File: config.mk
export PLATFORM = sky130hd
export DESIGN_NAME = spelled_callsign_decoder
export DESIGN_NICKNAME = d
export VERILOG_FILES = /design/src/hdl/scd_pkg.sv /design/src/hdl/scd_queue.sv /design/src/hdl/scd_front.sv /design/src/hdl/scd_back.sv /design/src/hdl/spelled_callsign_decoder.sv
export SDC_FILE = /design/constraint.sdc
export NUM_CORES = 1
export LEC_CHECK = 0
export ABC_AREA = 1
export BUFFER_PORTS_ARGS = -buffer_cell sky130_fd_sc_hd__buf_2
export CAP_MARGIN = 20
export CORE_MARGIN = 5
export CORE_UTILIZATION = 63
export DETAILED_ROUTE_END_ITERATION = 16
export PLACE_DENSITY = 0.8
export SYNTH_ARGS = -nofsm -noshare
export SYNTH_HDL_FRONTEND = slang
export SYNTH_SLANG_ARGS = --single-unit
File: constraint.sdc
create_clock -name clk -period 8.3 [get_ports clk]
set_input_delay 1.66 -clock clk [delete_from_list [all_inputs] [get_ports clk]]
set_output_delay 1.66 -clock clk [all_outputs]
set_load 0.02 [all_outputs]
File: src/hdl/scd_pkg.sv
// shared types, character codes and spelling dictionary of the callsign decoder
package scd_pkg;

  localparam logic [7:0] CH_SPACE = 8'h20;
  localparam logic [7:0] CH_DASH  = 8'h2d;

  localparam int DICT_SIZE  = 48;
  localparam int DICT_CHARS = 8;

  // what the front hands to the back for one input beat
  typedef enum logic [1:0] {
    CMD_STREAM,
    CMD_OVERFLOW,
    CMD_FINISH,
    CMD_FIN_LONG
  } cmd_kind_t;

  typedef struct packed {
    cmd_kind_t  kind;
    logic       eos;
    logic [7:0] ch;
  } cmd_ctl_t;

  // word is right-justified, first letter in the highest used byte
  typedef struct packed {
    logic [8*DICT_CHARS-1:0] word;
    logic [3:0]              len;
    logic [7:0]              sym;
  } dict_entry_t;

  localparam dict_entry_t DICT [DICT_SIZE] = '{
    '{"alfa", 4'd4, "A"}, '{"alpha", 4'd5, "A"}, '{"bravo", 4'd5, "B"},
    '{"charlie", 4'd7, "C"}, '{"delta", 4'd5, "D"}, '{"echo", 4'd4, "E"},
    '{"foxtrot", 4'd7, "F"}, '{"golf", 4'd4, "G"}, '{"hotel", 4'd5, "H"},
    '{"india", 4'd5, "I"}, '{"juliett", 4'd7, "J"}, '{"kilo", 4'd4, "K"},
    '{"lima", 4'd4, "L"}, '{"mike", 4'd4, "M"}, '{"november", 4'd8, "N"},
    '{"oscar", 4'd5, "O"}, '{"papa", 4'd4, "P"}, '{"quebec", 4'd6, "Q"},
    '{"romeo", 4'd5, "R"}, '{"sierra", 4'd6, "S"}, '{"tango", 4'd5, "T"},
    '{"uniform", 4'd7, "U"}, '{"victor", 4'd6, "V"}, '{"whiskey", 4'd7, "W"},
    '{"xray", 4'd4, "X"}, '{"yankee", 4'd6, "Y"}, '{"zulu", 4'd4, "Z"},
    '{"zero", 4'd4, "0"}, '{"one", 4'd3, "1"}, '{"two", 4'd3, "2"},
    '{"three", 4'd5, "3"}, '{"four", 4'd4, "4"}, '{"five", 4'd4, "5"},
    '{"six", 4'd3, "6"}, '{"seven", 4'd5, "7"}, '{"eight", 4'd5, "8"},
    '{"nine", 4'd4, "9"}, '{"niner", 4'd5, "9"},
    '{"0", 4'd1, "0"}, '{"1", 4'd1, "1"}, '{"2", 4'd1, "2"}, '{"3", 4'd1, "3"},
    '{"4", 4'd1, "4"}, '{"5", 4'd1, "5"}, '{"6", 4'd1, "6"}, '{"7", 4'd1, "7"},
    '{"8", 4'd1, "8"}, '{"9", 4'd1, "9"}
  };

  function automatic logic [7:0] fold_case(input logic [7:0] c);
    if (c >= "A" && c <= "Z") begin
      return c + 8'd32;
    end
    return c;
  endfunction

  // returns the decoded symbol, zero when the token is not in the dictionary
  function automatic logic [7:0] dict_lookup(input logic [DICT_CHARS-1:0][7:0] tok,
                                             input logic [4:0] len);
    logic [7:0]              sym;
    logic                    hit;
    logic [8*DICT_CHARS-1:0] lw;
    sym = '0;
    for (int i = 0; i < DICT_SIZE; i++) begin
      lw  = DICT[i].word << (8 * (DICT_CHARS - int'(DICT[i].len)));
      hit = ({1'b0, DICT[i].len} == len);
      for (int k = 0; k < DICT_CHARS; k++) begin
        if (k < int'(DICT[i].len) &&
            fold_case(tok[k]) != lw[8*(DICT_CHARS-1-k) +: 8]) begin
          hit = 1'b0;
        end
      end
      if (hit) begin
        sym = DICT[i].sym;
      end
    end
    return sym;
  endfunction

endpackage

File: src/hdl/scd_queue.sv
// command queue between the front and the back of the callsign decoder
module scd_queue #(
  parameter int WIDTH = 16,
  parameter int DEPTH = 4
) (
  input  logic             clk,
  input  logic             rst_n,
  input  logic             push,
  input  logic [WIDTH-1:0] push_data,
  input  logic             pop,
  output logic [WIDTH-1:0] pop_data,
  output logic             full,
  output logic             empty
);

  localparam int PW = $clog2(DEPTH);
  localparam int CW = $clog2(DEPTH + 1);

  logic [WIDTH-1:0] mem_r [DEPTH];
  logic [PW-1:0]    wptr_r, wptr_nxt;
  logic [PW-1:0]    rptr_r, rptr_nxt;
  logic [CW-1:0]    cnt_r, cnt_nxt;

  assign full     = (cnt_r == CW'(DEPTH));
  assign empty    = (cnt_r == '0);
  assign pop_data = mem_r[rptr_r];

  always_comb begin
    wptr_nxt = wptr_r;
    rptr_nxt = rptr_r;
    cnt_nxt  = cnt_r;
    if (push) begin
      wptr_nxt = (wptr_r == PW'(DEPTH - 1)) ? '0 : wptr_r + PW'(1);
    end
    if (pop) begin
      rptr_nxt = (rptr_r == PW'(DEPTH - 1)) ? '0 : rptr_r + PW'(1);
    end
    if (push && !pop) begin
      cnt_nxt = cnt_r + CW'(1);
    end else if (pop && !push) begin
      cnt_nxt = cnt_r - CW'(1);
    end
  end

  always_ff @(posedge clk) begin
    if (!rst_n) begin
      wptr_r <= '0;
      rptr_r <= '0;
      cnt_r  <= '0;
    end else begin
      wptr_r <= wptr_nxt;
      rptr_r <= rptr_nxt;
      cnt_r  <= cnt_nxt;
    end
  end

  always_ff @(posedge clk) begin
    if (push) begin
      mem_r[wptr_r] <= push_data;
    end
  end

endmodule

File: src/hdl/scd_front.sv
// input side of the callsign decoder: token buffering and classification
module scd_front import scd_pkg::*; #(
  parameter int WORD_CHARS = 8
) (
  input  logic                               clk,
  input  logic                               rst_n,
  input  logic                               in_valid,
  output logic                               in_ready,
  input  logic [7:0]                         in_char_in,
  input  logic                               in_last_char,
  input  logic                               q_full,
  output logic                               cmd_push,
  output cmd_ctl_t                           cmd_ctl,
  output logic [WORD_CHARS-1:0][7:0]         cmd_buf,
  output logic [$clog2(WORD_CHARS+1)-1:0]    cmd_len
);

  localparam int LW = $clog2(WORD_CHARS + 1);
  localparam int IW = $clog2(WORD_CHARS);

  logic [WORD_CHARS-1:0][7:0] buf_r, buf_nxt;
  logic [LW-1:0]              len_r, len_nxt;
  logic                       long_r, long_nxt;
  logic                       aft_r, aft_nxt;
  logic                       accept;
  cmd_kind_t                  kind;
  logic [LW-1:0]              tok_len;

  assign in_ready = !q_full;
  assign accept   = in_valid && in_ready;

  always_comb begin
    buf_nxt  = buf_r;
    len_nxt  = len_r;
    long_nxt = long_r;
    aft_nxt  = aft_r;
    cmd_push = 1'b0;
    kind     = CMD_FINISH;
    tok_len  = len_r;
    if (accept) begin
      if (!aft_r) begin
        if (in_char_in == CH_SPACE) begin
          aft_nxt = 1'b1;
        end else if (in_char_in == CH_DASH) begin
          cmd_push = 1'b1;
          kind     = long_r ? CMD_FIN_LONG : CMD_FINISH;
          len_nxt  = '0;
          long_nxt = 1'b0;
        end else if (long_r) begin
          cmd_push = 1'b1;
          kind     = CMD_STREAM;
        end else if (len_r < LW'(WORD_CHARS)) begin
          buf_nxt[len_r[IW-1:0]] = in_char_in;
          len_nxt                = len_r + LW'(1);
        end else begin
          cmd_push = 1'b1;
          kind     = CMD_OVERFLOW;
          long_nxt = 1'b1;
        end
      end
      if (in_last_char) begin
        if (!cmd_push) begin
          // token closed by the final character itself
          cmd_push = 1'b1;
          kind     = long_nxt ? CMD_FIN_LONG : CMD_FINISH;
          tok_len  = len_nxt;
        end
        len_nxt  = '0;
        long_nxt = 1'b0;
        aft_nxt  = 1'b0;
      end
    end
  end

  assign cmd_ctl.kind = kind;
  assign cmd_ctl.eos  = in_last_char;
  assign cmd_ctl.ch   = in_char_in;
  assign cmd_buf      = buf_nxt;
  assign cmd_len      = tok_len;

  always_ff @(posedge clk) begin
    if (!rst_n) begin
      len_r  <= '0;
      long_r <= 1'b0;
      aft_r  <= 1'b0;
    end else begin
      len_r  <= len_nxt;
      long_r <= long_nxt;
      aft_r  <= aft_nxt;
    end
  end

  always_ff @(posedge clk) begin
    buf_r <= buf_nxt;
  end

endmodule

File: src/hdl/scd_back.sv
// output side of the callsign decoder: dictionary match and beat sequencing
module scd_back import scd_pkg::*; #(
  parameter int WORD_CHARS = 8
) (
  input  logic                            clk,
  input  logic                            rst_n,
  input  logic                            q_empty,
  output logic                            q_pop,
  input  cmd_ctl_t                        q_ctl,
  input  logic [WORD_CHARS-1:0][7:0]      q_buf,
  input  logic [$clog2(WORD_CHARS+1)-1:0] q_len,
  output logic                            out_valid,
  input  logic                            out_ready,
  output logic [7:0]                      out_char_out,
  output logic                            out_char_valid,
  output logic                            out_end_of_string
);

  localparam int LW = $clog2(WORD_CHARS + 1);
  localparam int IW = $clog2(WORD_CHARS);

  typedef enum logic [2:0] {
    ST_IDLE = 3'b001,
    ST_LOOK = 3'b010,
    ST_EMIT = 3'b100
  } state_t;

  state_t                     st_r, st_nxt;
  cmd_ctl_t                   ctl_r, ctl_nxt;
  logic [WORD_CHARS-1:0][7:0] cbuf_r, cbuf_nxt;
  logic [LW-1:0]              clen_r, clen_nxt;
  logic                       pe_r, pe_nxt;
  logic                       le_r, le_nxt;
  logic [LW-1:0]              nb_r, nb_nxt;
  logic [LW-1:0]              idx_r, idx_nxt;
  logic                       te_r, te_nxt;
  logic [7:0]                 tc_r, tc_nxt;
  logic                       eos_r, eos_nxt;
  logic                       pend_r, pend_nxt;
  logic                       started_r, started_nxt;
  logic                       ov_r, ov_nxt;
  logic [7:0]                 oc_r, oc_nxt;
  logic                       ocv_r, ocv_nxt;
  logic                       oe_r, oe_nxt;
  logic [DICT_CHARS-1:0][7:0] look_w;
  logic [7:0]                 sym;
  logic                       any;
  logic                       more;

  always_comb begin
    for (int k = 0; k < DICT_CHARS; k++) begin
      look_w[k] = cbuf_r[k];
    end
  end

  assign sym = dict_lookup(look_w, 5'(clen_r));

  always_comb begin
    st_nxt      = st_r;
    ctl_nxt     = ctl_r;
    cbuf_nxt    = cbuf_r;
    clen_nxt    = clen_r;
    pe_nxt      = pe_r;
    le_nxt      = le_r;
    nb_nxt      = nb_r;
    idx_nxt     = idx_r;
    te_nxt      = te_r;
    tc_nxt      = tc_r;
    eos_nxt     = eos_r;
    pend_nxt    = pend_r;
    started_nxt = started_r;
    ov_nxt      = ov_r;
    oc_nxt      = oc_r;
    ocv_nxt     = ocv_r;
    oe_nxt      = oe_r;
    q_pop       = 1'b0;
    any         = 1'b0;
    more        = 1'b0;

    if (ov_r && out_ready) begin
      ov_nxt = 1'b0;
    end

    unique case (st_r)
      ST_IDLE: begin
        if (!q_empty) begin
          q_pop    = 1'b1;
          ctl_nxt  = q_ctl;
          cbuf_nxt = q_buf;
          clen_nxt = q_len;
          st_nxt   = ST_LOOK;
        end
      end
      ST_LOOK: begin
        pe_nxt  = 1'b0;
        le_nxt  = 1'b0;
        nb_nxt  = '0;
        te_nxt  = 1'b0;
        tc_nxt  = ctl_r.ch;
        idx_nxt = '0;
        eos_nxt = ctl_r.eos;
        unique case (ctl_r.kind)
          CMD_STREAM: begin
            te_nxt = 1'b1;
          end
          CMD_OVERFLOW: begin
            pe_nxt      = pend_r;
            le_nxt      = started_r;
            nb_nxt      = LW'(WORD_CHARS);
            te_nxt      = 1'b1;
            pend_nxt    = 1'b0;
            started_nxt = 1'b1;
          end
          CMD_FIN_LONG: begin
            pend_nxt = 1'b1;
          end
          CMD_FINISH: begin
            if (clen_r != '0) begin
              pe_nxt      = pend_r;
              started_nxt = 1'b1;
              if (sym != '0) begin
                te_nxt   = 1'b1;
                tc_nxt   = sym;
                pend_nxt = 1'b0;
              end else begin
                le_nxt   = started_r;
                nb_nxt   = clen_r;
                pend_nxt = 1'b1;
              end
            end
          end
        endcase
        any = pe_nxt || le_nxt || (nb_nxt != '0) || te_nxt;
        if (ctl_r.eos) begin
          pend_nxt    = 1'b0;
          started_nxt = 1'b0;
        end
        st_nxt = (any || ctl_r.eos) ? ST_EMIT : ST_IDLE;
      end
      ST_EMIT: begin
        if (!ov_r || out_ready) begin
          ov_nxt  = 1'b1;
          ocv_nxt = 1'b1;
          if (pe_r) begin
            oc_nxt = CH_SPACE;
            pe_nxt = 1'b0;
            more   = le_r || (idx_r < nb_r) || te_r;
          end else if (le_r) begin
            oc_nxt = CH_SPACE;
            le_nxt = 1'b0;
            more   = (idx_r < nb_r) || te_r;
          end else if (idx_r < nb_r) begin
            oc_nxt  = cbuf_r[idx_r[IW-1:0]];
            idx_nxt = idx_r + LW'(1);
            more    = ((idx_r + LW'(1)) < nb_r) || te_r;
          end else if (te_r) begin
            oc_nxt = tc_r;
            te_nxt = 1'b0;
          end else begin
            // bare end marker, nothing else came out of this string end
            oc_nxt  = '0;
            ocv_nxt = 1'b0;
          end
          oe_nxt = eos_r && !more;
          if (!more) begin
            st_nxt = ST_IDLE;
          end
        end
      end
      default: begin
        st_nxt = ST_IDLE;
      end
    endcase
  end

  always_ff @(posedge clk) begin
    if (!rst_n) begin
      st_r      <= ST_IDLE;
      pend_r    <= 1'b0;
      started_r <= 1'b0;
      ov_r      <= 1'b0;
      pe_r      <= 1'b0;
      le_r      <= 1'b0;
      te_r      <= 1'b0;
      nb_r      <= '0;
      idx_r     <= '0;
      eos_r     <= 1'b0;
    end else begin
      st_r      <= st_nxt;
      pend_r    <= pend_nxt;
      started_r <= started_nxt;
      ov_r      <= ov_nxt;
      pe_r      <= pe_nxt;
      le_r      <= le_nxt;
      te_r      <= te_nxt;
      nb_r      <= nb_nxt;
      idx_r     <= idx_nxt;
      eos_r     <= eos_nxt;
    end
  end

  always_ff @(posedge clk) begin
    ctl_r  <= ctl_nxt;
    cbuf_r <= cbuf_nxt;
    clen_r <= clen_nxt;
    tc_r   <= tc_nxt;
    oc_r   <= oc_nxt;
    ocv_r  <= ocv_nxt;
    oe_r   <= oe_nxt;
  end

  assign out_valid         = ov_r;
  assign out_char_out      = oc_r;
  assign out_char_valid    = ocv_r;
  assign out_end_of_string = oe_r;

endmodule

File: src/hdl/spelled_callsign_decoder.sv
// top level of the spelled callsign decoder
// Turns a spoken callsign ("november-one-two-three-alfa"), fed one ASCII
// character per input beat with in_last_char on the final character, back
// into its characters ("N123A"). Everything from the first space on is
// ignored, tokens are cut at dashes, empty tokens are skipped, and a token
// that is a spelling-alphabet word, number word or single digit (any case)
// becomes one character. Unknown tokens are copied with spaces around them,
// the trailing space never comes out, and tokens longer than WORD_CHARS
// stream through as they arrive. Each string ends with a result beat that
// has out_end_of_string set; a string that produces nothing yields one bare
// beat with out_char_valid low. Timing: the front takes one input beat per
// cycle as long as its 4-entry command queue has room; a beat that only
// extends the current token loads nothing into the queue. A beat that
// closes or streams a token becomes a command; the back dequeues it, then
// matches it against the dictionary, then sends its result beats. The
// command queue decouples the two sides, so input keeps flowing while a
// result waits to be taken, until the queue is full.
module spelled_callsign_decoder import scd_pkg::*; #(
  parameter int WORD_CHARS = 8
) (
  input  logic       clk,
  input  logic       rst_n,
  input  logic       in_valid,
  output logic       in_ready,
  input  logic [7:0] in_char_in,
  input  logic       in_last_char,
  output logic       out_valid,
  input  logic       out_ready,
  output logic [7:0] out_char_out,
  output logic       out_char_valid,
  output logic       out_end_of_string
);

  localparam int LW          = $clog2(WORD_CHARS + 1);
  localparam int QUEUE_DEPTH = 4;
  localparam int QW          = $bits(cmd_ctl_t) + 8 * WORD_CHARS + LW;

  // front to queue
  logic                       cmd_push;
  cmd_ctl_t                   cmd_ctl;
  logic [WORD_CHARS-1:0][7:0] cmd_buf;
  logic [LW-1:0]              cmd_len;

  // queue to back
  logic                       q_full;
  logic                       q_empty;
  logic                       q_pop;
  logic [QW-1:0]              q_data;
  cmd_ctl_t                   q_ctl;
  logic [WORD_CHARS-1:0][7:0] q_buf;
  logic [LW-1:0]              q_len;

  // front: holds the token being spelled and decides what each beat means
  scd_front #(
    .WORD_CHARS (WORD_CHARS)
  ) u_front (
    .clk          (clk),
    .rst_n        (rst_n),
    .in_valid     (in_valid),
    .in_ready     (in_ready),
    .in_char_in   (in_char_in),
    .in_last_char (in_last_char),
    .q_full       (q_full),
    .cmd_push     (cmd_push),
    .cmd_ctl      (cmd_ctl),
    .cmd_buf      (cmd_buf),
    .cmd_len      (cmd_len)
  );

  // commands carry a snapshot of the token so the front can move on
  scd_queue #(
    .WIDTH (QW),
    .DEPTH (QUEUE_DEPTH)
  ) u_queue (
    .clk       (clk),
    .rst_n     (rst_n),
    .push      (cmd_push),
    .push_data ({cmd_ctl, cmd_buf, cmd_len}),
    .pop       (q_pop),
    .pop_data  (q_data),
    .full      (q_full),
    .empty     (q_empty)
  );

  assign {q_ctl, q_buf, q_len} = q_data;

  // back: dictionary match, spacing state and result beats
  scd_back #(
    .WORD_CHARS (WORD_CHARS)
  ) u_back (
    .clk               (clk),
    .rst_n             (rst_n),
    .q_empty           (q_empty),
    .q_pop             (q_pop),
    .q_ctl             (q_ctl),
    .q_buf             (q_buf),
    .q_len             (q_len),
    .out_valid         (out_valid),
    .out_ready         (out_ready),
    .out_char_out      (out_char_out),
    .out_char_valid    (out_char_valid),
    .out_end_of_string (out_end_of_string)
  );

endmodule

==> flow_results.org <==
** Die
- The initial utilization of the core area, before any placement, comes to 0.635.
- In this run the core area contains 68 standard-cell rows.
- 25 I/O pins were placed.
- From bottom edge to top edge, the die measures 196 µm.
- Area of the die :: 38,500 µm²
- Width of the die :: 196 µm
- The core region is 34,400 µm².

** Power
- PwrDens :: 331 nW/µm²
- Max rail drop VDD :: 0.000238 V
- Pleak :: 8.93 nW

** Yosys
- Each instance of the synthesized netlist takes up on average 10.6 µm².
- Of the synthesized area, sequential elements account for 0.655.
- In the synthesized netlist, the number of instances is 2,057.
- The share of synthesized area in the top cell type comes to 0.568.
- The number of nets in the synthesized netlist is 2,097.
- Count of unique library cells instantiated by Yosys :: 52
- Top post-synthesis cells by area :: sky130_fd_sc_hd__edfxtp_1 (57%), sky130_fd_sc_hd__dfxtp_1 (8.7%), sky130_fd_sc_hd__o21ai_0 (6.5%), sky130_fd_sc_hd__nor2_1 (5.6%), sky130_fd_sc_hd__inv_1 (3.5%)
- Synthesis-stage register bit count :: 508
- Leading register cell type out of synthesis :: sky130_fd_sc_hd__edfxtp_1
- Counting flops with a built-in enable in the synthesized netlist gives 413.
- Most numerous cell in the Yosys netlist :: sky130_fd_sc_hd__edfxtp_1
- Post-synth design cell area :: 21,800 µm²
- Commonest cells post-synth :: sky130_fd_sc_hd__edfxtp_1 (413), sky130_fd_sc_hd__nor2_1 (323), sky130_fd_sc_hd__o21ai_0 (284), sky130_fd_sc_hd__inv_1 (206), sky130_fd_sc_hd__nand2_1 (180)
- Yosys printed 0 warnings.
- Summed over all instances, the cell type with the most area after synthesis is sky130_fd_sc_hd__edfxtp_1.
- Counting flops with an async set or reset pin after synthesis yields a share of 0.

** Final layout
- The number of antenna diodes in the final layout is 0.
- Final core utilization :: 0.697
- Count of non-filler cells in the finished layout :: 2,568
- Of the cells placed in the final design, the portion with a size suffix greater than 1 is 0.0828.
- Post-layout nets :: 2,116
- Area delta synth->final :: 9.72%

** Routing
- Total routed wirelength :: 59,500 µm
- After the first detailed-routing iteration, the DRC count stood at 1,576.
- Residual antenna-violating net count after detailed routing :: 0
- Ratio of routed vias to standard cells :: 6.16
- The first TritonRoute pass finished after 8 iterations.
- DRC Markers :: 0
- Mean routed wirelength per cell :: 23.2 µm
- Via count :: 15,818

** Setup path
- Classification of the worst setup path :: in2reg
- Along the worst path, the maximum fanout reaches 51.
- STA classifies the critical path endpoint as a flip-flop.
- Across all register-to-register paths, the minimum setup slack is 4450 ps.
- Data on the critical path arrives at its endpoint at 5280 ps.
- Req. time, crit path :: 8510 ps
- Type of element launching the critical path :: input port

** Clocking
- The tree built by TritonCTS fans out to 508 sinks.
- H-tree level count :: 2
- In this run the post-CTS setup repair buffer count came out at 0.
- In this run the deepest clock path goes through 3 buffers.
- CTS hold repair buffers :: 0
- The later pin in the worst-skew pair is clocked with a latency of 560 ps.
- TritonCTS created 48 clock buffers.
- CTS-repair resized insts :: 0
- Clock-pin slew was measured on the worst setup and hold paths at 60 ps.
- Cell at the root of the clock tree :: sky130_fd_sc_hd__clkbuf_16
- TritonCTS built the clock tree.

** Timing
- Post-route fraction of the period consumed by the critical path :: 0.611
- Final count of pins violating max slew :: 0
- Relative max-transition margin :: 0.294
- Setup repair after global routing missed its margin :: false
- Transition at the pin with the smallest max-transition slack :: 1050 ps
- In the final timing run, aggregate negative setup slack is 0 ps.
- Number of setup violations in the final report :: 0
- Worst hold slack :: 480 ps
- Maximum frequency from static timing analysis :: 197 MHz
- The worst path needs 5070 ps of the cycle, external delays included.
- Clock skew on the completed layout was measured at 15.1 ps.
- The final hold violation count is 0.

** Placement
- Count of input and output buffers :: 24
- Half-perimeter wire length of the detailed placement result :: 40,200 µm
- The congestion estimate from routability-driven global placement came to 1.00.
- Once placement completed, the tool counted placed cells totaling 2,481.

** GRT
- Wire length of the first global-routing pass :: 89,500 µm
- In the global route stage, overall resource usage came out at 0.306.
- The via count of the first global-routing pass came to 15,196.
- Entering global routing, the biggest net connects 90 pins.
- The initial antenna violation count came to 0.
- Global routing finished with a remaining overflow of 0.

** Outcome
- Status :: finished clean

** Run
- Count of max-cap constraint violations :: 0

** Min path
- Worst min-delay path class :: reg2reg
## metal layers
| layer | global-route usage | part of all wire | vias up |
|---|---|---|---|
| met2 | 0.507 | 0.48 | 756 |
| met1 | 0.404 | 0.39 | 7602 |
| met5 | 0 | 0 | - |
| li1 | - | - | 7305 |
| met4 | 0.147 | 0.054 | 0 |
| met3 | 0.0397 | 0.072 | 155 |
## stage by stage
step / power [W] / cell area (µm²) / setup WS (ps)
detailed placement: 0.00576 / 22400 / 2640
global route: 0.00827 / 23900 / 3030
finish: 0.00792 / 23900 / 3230
global placement: 0.00568 / 22400 / 2700
CTS: 0.00788 / 23900 / 3190
floorplan: 0.00499 / 21800 / 1630
## sequential cells by signal, summed over array words and instances, names as in the netlist, 3 cells and up
| signal | cells |
|---|---|
| u_front.buf_r | 64 |
| u_back.nb_r | 4 |
| u_back.out_char_out | 8 |
| u_back.tc_r | 8 |
| u_queue.mem_r | 316 |
| u_back.ctl_r | 11 |
| u_back.st_r | 3 |
| u_back.clen_r | 4 |
| u_back.cbuf_r | 64 |
| u_queue.cnt_r | 3 |
| u_back.idx_r | 4 |
| u_front.len_r | 4 |
## report_power, final
part / internal [W] / total [W] / switching (W) / leakage [nW]
registers: 0.00336 / 0.00374 / 0.000381 / 4.71
clock network: 0.00122 / 0.00212 / 0.000902 / 0.742
logic: 0.000515 / 0.00206 / 0.00155 / 3.48
total: 0.00509 / 0.00792 / 0.00283 / 8.93
## critical path, stage by stage
cell,delay [ps]
sky130_fd_sc_hd__buf_2,140
sky130_fd_sc_hd__inv_1,170
sky130_fd_sc_hd__nor4_1,360
sky130_fd_sc_hd__inv_1,110
sky130_fd_sc_hd__nor4_1,670
sky130_fd_sc_hd__nor2_1,200
sky130_fd_sc_hd__nor2_1,150
sky130_fd_sc_hd__inv_1,70
sky130_fd_sc_hd__a21oi_1,220
sky130_fd_sc_hd__inv_1,260
sky130_fd_sc_hd__nor2_4,800
sky130_fd_sc_hd__buf_12,370
## placed cells by master, fill, tap and decap left out, drive strengths merged, types with 16 or more instances in the layout
| cell | count |
|---|---|
| clkbuf | 71 |
| buf | 42 |
| nor4 | 19 |
| dfxtp | 95 |
| mux2i | 16 |
| o21ai | 287 |
| nand3 | 85 |
| nor2 | 340 |
| a21oi | 88 |
| inv | 219 |
| nor3 | 40 |
| o22ai | 81 |
| nand2 | 194 |
| edfxtp | 413 |
| nand4 | 42 |
| ha | 26 |
## cell families after synthesis
kind of cell | Yosys count | synth area share
compound gates | 480 | 0.118
xor+xnor | 2 | 0.000803
fa+ha+maj | 27 | 0.0158
buf+inv | 293 | 0.0512
flops | 508 | 0.655
mux | 16 | 0.00734
simple gates | 731 | 0.151
## worst paths after layout
check / start / to / depth (start not counted)
worst max-delay path: in_char_in[5] / u_queue.mem_r[1][15] / 12
worst min-delay path: u_back.eos_r / u_back.eos_r / 2
worst max register to register: u_back.cbuf_r[19] / u_back.tc_r[1] / 17
worst min register to register: u_back.eos_r / u_back.eos_r / 2
## layout make-up
| class | instances | area [µm²] |
|---|---|---|
| clock buffers | 71 | 1350 |
| well taps | 455 | 569 |
| clock inverters | 16 | 176 |
| repair buffers | 42 | 268 |
| flip-flops and latches | 508 | 14300 |
| inverters | 220 | 831 |
| fillers | 2454 | 10400 |
| multi-input cells | 1256 | 6440 |
(Power assumes the default switching activity.)
